`config.mk`:
```
export PLATFORM = sky130hd
export DESIGN_NAME = tpba_queue
export DESIGN_NICKNAME = d
export VERILOG_FILES = /design/src/design/tpba_pkg.sv /design/src/design/tpba_queue.sv
export SDC_FILE = /design/constraint.sdc
export NUM_CORES = 1
export LEC_CHECK = 0
export CAP_MARGIN = 20
export CORE_MARGIN = 1.5
export CORE_UTILIZATION = 55
export CTS_CLUSTER_DIAMETER = 80
export DETAILED_ROUTE_END_ITERATION = 8
export DONT_BUFFER_PORTS = 1
export PLACE_DENSITY = 0.7
export SYNTH_ARGS = -nofsm -noshare
export SYNTH_HDL_FRONTEND = slang
export SYNTH_SLANG_ARGS = --single-unit
```
`constraint.sdc`:
```
create_clock -name clock -period 7.9 [get_ports clock]
set_clock_uncertainty 0.2 [all_clocks]
set_input_delay 1.58 -clock clock [delete_from_list [all_inputs] [get_ports clock]]
set_output_delay 1.58 -clock clock [all_outputs]
set_load 0.01 [all_outputs]
```
`src/design/tpba_pkg.sv`:
```
// Shared types, codes and constants of the top-view pixel binning accumulator.
package tpba_pkg;

   localparam int MAX_SIDE_DEF = 256;
   localparam int QUEUE_DEPTH  = 2;

   localparam logic [47:0] ACC_MAX = 48'hFFFF_FFFF_FFFF;
   localparam logic [47:0] FX_ONE  = 48'h0000_0001_0000;
   localparam logic [47:0] FX_HALF = 48'h0000_0000_8000;

   localparam logic [1:0]  MODE_RESET = 2'd0;
   localparam logic [31:0] PPU_RESET  = 32'h0080_0000;
   localparam logic [8:0]  SIDE_RESET = 9'd256;

   localparam logic [1:0] REQ_SAMPLE = 2'd0;
   localparam logic [1:0] REQ_MERGE  = 2'd1;
   localparam logic [1:0] REQ_READ   = 2'd2;
   localparam logic [1:0] REQ_NONE   = 2'd3;

   localparam logic [1:0] MODE_INTENSITY = 2'd0;
   localparam logic [1:0] MODE_MARK      = 2'd1;
   localparam logic [1:0] MODE_HIST      = 2'd2;

   localparam logic [1:0] STS_OK       = 2'd0;
   localparam logic [1:0] STS_OFF_GRID = 2'd1;
   localparam logic [1:0] STS_SAT      = 2'd2;

   localparam logic [1:0] CSR_MODE = 2'd0;
   localparam logic [1:0] CSR_PPU  = 2'd1;
   localparam logic [1:0] CSR_SIDE = 2'd2;

   typedef enum logic [2:0] {
      OP_REPLY,
      OP_RUN_ADD,
      OP_RUN_MARK,
      OP_RES_HIT,
      OP_READ,
      OP_MERGE_ADD,
      OP_MERGE_MARK
   } op_type;

   typedef struct packed {
      op_type      op;
      logic [1:0]  status;
      logic [47:0] value;
   } cmd_type;

   typedef enum logic [2:0] {
      BK_CLEAR,
      BK_IDLE,
      BK_ACCESS,
      BK_MERGE,
      BK_FLUSH,
      BK_REPLY
   } bk_state_type;

endpackage

```
`src/design/tpba_queue.sv`:
```
// Short command queue between the front end and the image back end.
module tpba_queue #(
   parameter int AW = 16
) (
   input  logic              clock,
   input  logic              reset,
   input  logic              push,
   input  tpba_pkg::cmd_type push_cmd,
   input  logic [AW-1:0]     push_addr,
   output logic              full,
   input  logic              pop,
   output logic              head_valid,
   output tpba_pkg::cmd_type head_cmd,
   output logic [AW-1:0]     head_addr
);
   import tpba_pkg::*;

   localparam int PW = (QUEUE_DEPTH > 1) ? $clog2(QUEUE_DEPTH) : 1;
   localparam int NW = $clog2(QUEUE_DEPTH + 1);

   cmd_type       q_cmd_ff  [QUEUE_DEPTH];
   logic [AW-1:0] q_addr_ff [QUEUE_DEPTH];
   logic [PW-1:0] wr_ptr_ff, wr_ptr_in, rd_ptr_ff, rd_ptr_in;
   logic [NW-1:0] count_ff, count_in;

   assign full       = count_ff == NW'(QUEUE_DEPTH);
   assign head_valid = count_ff != '0;
   assign head_cmd   = q_cmd_ff[rd_ptr_ff];
   assign head_addr  = q_addr_ff[rd_ptr_ff];

   always_comb begin
      wr_ptr_in = wr_ptr_ff;
      rd_ptr_in = rd_ptr_ff;
      count_in  = count_ff;
      if (push) begin
         wr_ptr_in = (wr_ptr_ff == PW'(QUEUE_DEPTH - 1)) ? '0 : wr_ptr_ff + PW'(1);
      end
      if (pop) begin
         rd_ptr_in = (rd_ptr_ff == PW'(QUEUE_DEPTH - 1)) ? '0 : rd_ptr_ff + PW'(1);
      end
      if (push && !pop) begin
         count_in = count_ff + NW'(1);
      end else if (pop && !push) begin
         count_in = count_ff - NW'(1);
      end
   end

   always_ff @(posedge clock) begin
      if (reset) begin
         wr_ptr_ff <= '0;
         rd_ptr_ff <= '0;
         count_ff  <= '0;
      end else begin
         wr_ptr_ff <= wr_ptr_in;
         rd_ptr_ff <= rd_ptr_in;
         count_ff  <= count_in;
      end
   end

   always_ff @(posedge clock) begin
      if (push) begin
         q_cmd_ff[wr_ptr_ff]  <= push_cmd;
         q_addr_ff[wr_ptr_ff] <= push_addr;
      end
   end

`ifndef NO_ASSERTIONS
   a_no_overflow: assert property (@(posedge clock) disable iff (reset)
      push |-> !full)
      else $error("command pushed into a full queue");
   a_no_underflow: assert property (@(posedge clock) disable iff (reset)
      pop |-> head_valid)
      else $error("command popped from an empty queue");
   a_count_bound: assert property (@(posedge clock) disable iff (reset)
      count_ff <= NW'(QUEUE_DEPTH))
      else $error("queue count beyond its depth");
`endif

endmodule

```
==> metrics.log <==
[metrics] overall overflow remaining after global route: 0
[metrics] PostCTS Resize Cnt: 0
[metrics] vias in the first global route: about 2300
[metrics] number of buffers and inverters on the critical path: 0
[metrics] worst reg2reg path startpoint: wr_ptr_ff$_SDFFE_PP0P_
[metrics] post-detailed-route wirelength per cell: 20.1 um
[metrics] Finished Layout Cells: 390
[metrics] fill cell instance count of the final layout: 645
[metrics] Clock Root Buffer: clkbuf_8
[metrics] Post-Synthesis Net Count: 311
[metrics] Avg Inst Size Synth: 22.1 um2
[metrics] power density over the cells: 307 nW/um2
[metrics] area growth from synthesis to final layout: 13.9%
[metrics] hold crit path type: register to register
[metrics] source of the worst hold timing path: count_ff[1]$_SDFFE_PP0P_
[metrics] count of nets after finishing: 323
[metrics] CTS Hold Bufs: 0
[metrics] initial cell density of the core: 56.6%
[metrics] leakage power: 0.00198 uW
[metrics] number of top-level pins: between 100 and 150
[metrics] portion of total power attributed to combinational logic: under 10%
[metrics] FF+latch count, synth: around 140
[metrics] Std-Cell Core Area: 9240 um2
[metrics] Internal: roughly 1400 uW
[metrics] total count of max-transition violations in the final report: 0
[metrics] fraction of synthesized cell area taken by the top area cell type: 79.3%
[metrics] wire length of the first global-routing pass: 11700 um
[metrics] largest net degree at the start of global routing: 70
[metrics] time the final worst path needs with I/O delays and setup: between 3 and 4 ns
[metrics] via count of the routed design: 2143
[metrics] wire length reported by the detailed router: 7850 um
[metrics] antenna violations before repair: 0
[metrics] number of buffers created by CTS: 17
[metrics] clock insertion delay at the later pin of the skew report: 0.50 ns
[metrics] worst endpoint data arrival time: 1.98 ns
[metrics] synthesized instance count: between 200 and 250
[metrics] maximum fanout encountered on the critical timing path: 69
[metrics] Top delay family on crit path: flip-flops
[metrics] First DRT Iteration DRCs: 80
[metrics] highest clock rate: 266 MHz
[metrics] sequential share of power: 49.9%
[metrics] kind of critical path: register to output port
[metrics] endpoint type of the worst setup path: output port
[metrics] cells along the critical path: mux2_2
[metrics] deepest clock path buffer count: 2
[metrics] number of levels in the clock H-tree: 4
[metrics] layout cells sized above 1: 39.5%
[metrics] final antenna-violating net count: 0
[metrics] longest individual stage delay on the worst path: 0.98 ns
[metrics] Placer Congestion: 0.701
[metrics] clock tree from TritonCTS: done
[metrics] power dissipated by switching net loads: ~380 uW
[metrics] endpoint of the worst-slack reg-to-reg timing path: q_cmd_ff[0][22]$_DFFE_PP_
[metrics] Mapped Area: 5230 um2
[metrics] share of total power consumed by net switching: 20.6%
[metrics] min setup slack post-route: 4.14 ns
[metrics] number of setup buffers added after CTS: 0
[metrics] die boundary height: a little over 100 um
[metrics] number of cells on the worst hold path: 2
[metrics] sequential area share after synthesis: 81.2%
[metrics] number of failing setup endpoints in the final timing report: 0
[metrics] Std-Cell Rows: 35
[metrics] Clk pwr share: 44.0%
[metrics] cell type of the slowest stage on the worst timing path: dfxtp_4
[metrics] Die ar.: a little over 10000 um2
[metrics] count of unique library cells instantiated by Yosys: 18
[metrics] DPL Wire Length: approximately 4700 um
[metrics] relative max-transition margin: 35.8%
[metrics] clock-pin slew on the worst setup and hold paths: 0.06 ns
[metrics] drt first pass iters: 4
[metrics] fraction of the core area covered by cells at the end of the flow: 64.5%
[metrics] Die Span X: 101 um
[metrics] top cells by area in the synthesized netlist: edfxtp_1, mux2_2, mux2_4
[metrics] CTS sink cnt: 143
[metrics] detailed-route DRC error count: 0
[metrics] worst slack at placement: 4.57 ns
[metrics] setup repair after global routing missed its margin: false
[metrics] Least-Margin Pin Slew: 0.963 ns
[metrics] count of buffers inserted at the top-level ports: 0
[metrics] count of max-cap constraint violations: 0
[metrics] end of the worst hold path: count_ff[1]$_SDFFE_PP0P_
[metrics] Critical Path RT: between 6 and 7 ns
[metrics] Tot GR Track Use: 16.1%
[metrics] run status: complete, no violations
[metrics] IR drop worst, VDD: between 0.15 and 0.2 mV
[metrics] final-layout setup total negative slack: 0 ns
[metrics] r2r setup slk: 5.84 ns
[metrics] cell taking the most area after synthesis: edfxtp_1
[metrics] startpoint type of the worst setup path: register
[metrics] antenna cells: 0
[metrics] Reg2Reg Depth: 2
[metrics] worst hold slack across all endpoints: around 0.31 ns
[metrics] Inst Count DP: 359
[metrics] Yosys Warn Count: 0
[metrics] mean number of vias per cell: between 5 and 6
[metrics] Final Cycle Share: 47.6%
[metrics] Final Hold Fails: 0
## registers in the layout, summed over array words and instances (netlist names), named ones only
register and count:
rd_ptr_ff 1, q_cmd_ff 106, q_addr_ff 32, wr_ptr_ff 1
count_ff 2
## power groups by stage
stage	registers, uW	logic [uW]	clock network [uW]
after floorplan	912	111	0
after global placement	925	113	0
after detailed placement	927	114	0
after CTS	912	115	817
after global routing	916	121	847
final	911	112	803
## layout by cell type, fill, tap and decap left out
cell        netlist  routed
mux2_4           10      10
o21ai_0           1       1
or2_2             1       1
mux2_2           59      59
clkinvlp_4        0       3
nor2b_1           2       1
dfxtp_4           0       1
nor2_1            4       4
dfxtp_1           5       4
clkbuf_1          0       2
buf_4             0       1
ha_1              1       1
inv_1             1       1
xnor2_1           2       2
a21oi_1           1       1
xor2_1            2       2
clkinv_4          0       3
clkbuf_8          0       1
nor2b_4           0       1
clkbuf_16         0      16
edfxtp_1        138     138
or3_1             1       1
inv_6             0       2
and2_4            0       1
bufinv_16         0       4
## per-layer routing
| layer | routed length (um) | vias to the layer above | share of wire (%) | global-route usage (%) |
|---|---|---|---|---|
| met5 | 0 | - | 0 | 0 |
| met4 | 102 | 0 | 1.3 | 7.48 |
| met3 | 837 | 10 | 11 | 8.18 |
| met2 | 3990 | 99 | 51 | 26.6 |
| met1 | 2920 | 1078 | 37 | 17.3 |
| li1 | - | 956 | - | - |
## Yosys cell counts
master / n
a21oi_1: 1
and2_1: 1
buf_2: 5
buf_6: 2
buf_8: 1
dfxtp_1: 5
edfxtp_1: 138
ha_1: 1
inv_1: 1
mux2_2: 59
mux2_4: 10
nor2_1: 4
nor2b_1: 2
o21ai_0: 1
or2_2: 1
or3_1: 1
xnor2_1: 2
xor2_1: 2
## logic make-up (layout without fill, tap and decap cells)
group,Yosys count,in the layout,synth area share [%]
compound gates,2,2,0.191
buf+inv,9,33,1.27
xor+xnor,4,4,0.670
simple gates,9,9,0.885
mux,69,69,15.6
fa+ha+maj,1,1,0.239
flops,143,143,81.2
## cell type report
cell class / instances / area, um2 / area share (%)
clock buffers: 19 / 422 / 7.08
clock inverters: 12 / 186 / 3.13
inverters: 1 / 3.75 / 0.0630
multi-input cells: 85 / 928 / 15.6
flip-flops and latches: 143 / 4250 / 71.3
well taps: 129 / 161 / 2.71
repair buffers: 1 / 7.51 / 0.126
## per-stage QoR
stage	power (uW)	area, um2
CTS	1840	5960
global route	1880	5960
detailed placement	1040	5350
global placement	1040	5350
floorplan	1020	5230
finish	1830	5960
## worst max path at each step
stage                     startpoint                   endpoint  slack [ns]  depth (start not counted)
after global placement          push  q_cmd_ff[0][31]$_DFFE_PP_        4.59                          2
after CTS                   register               head_cmd[41]        4.09                          1
after detailed placement        push  q_cmd_ff[0][31]$_DFFE_PP_        4.57                          2
final                       register               head_cmd[33]        4.14                          1
after global routing        register               head_addr[9]        4.02                          1
after floorplan                 push  q_addr_ff[0][0]$_DFFE_PP_        2.59                          1
No activity file was read; power rests on OpenSTA's default activity.
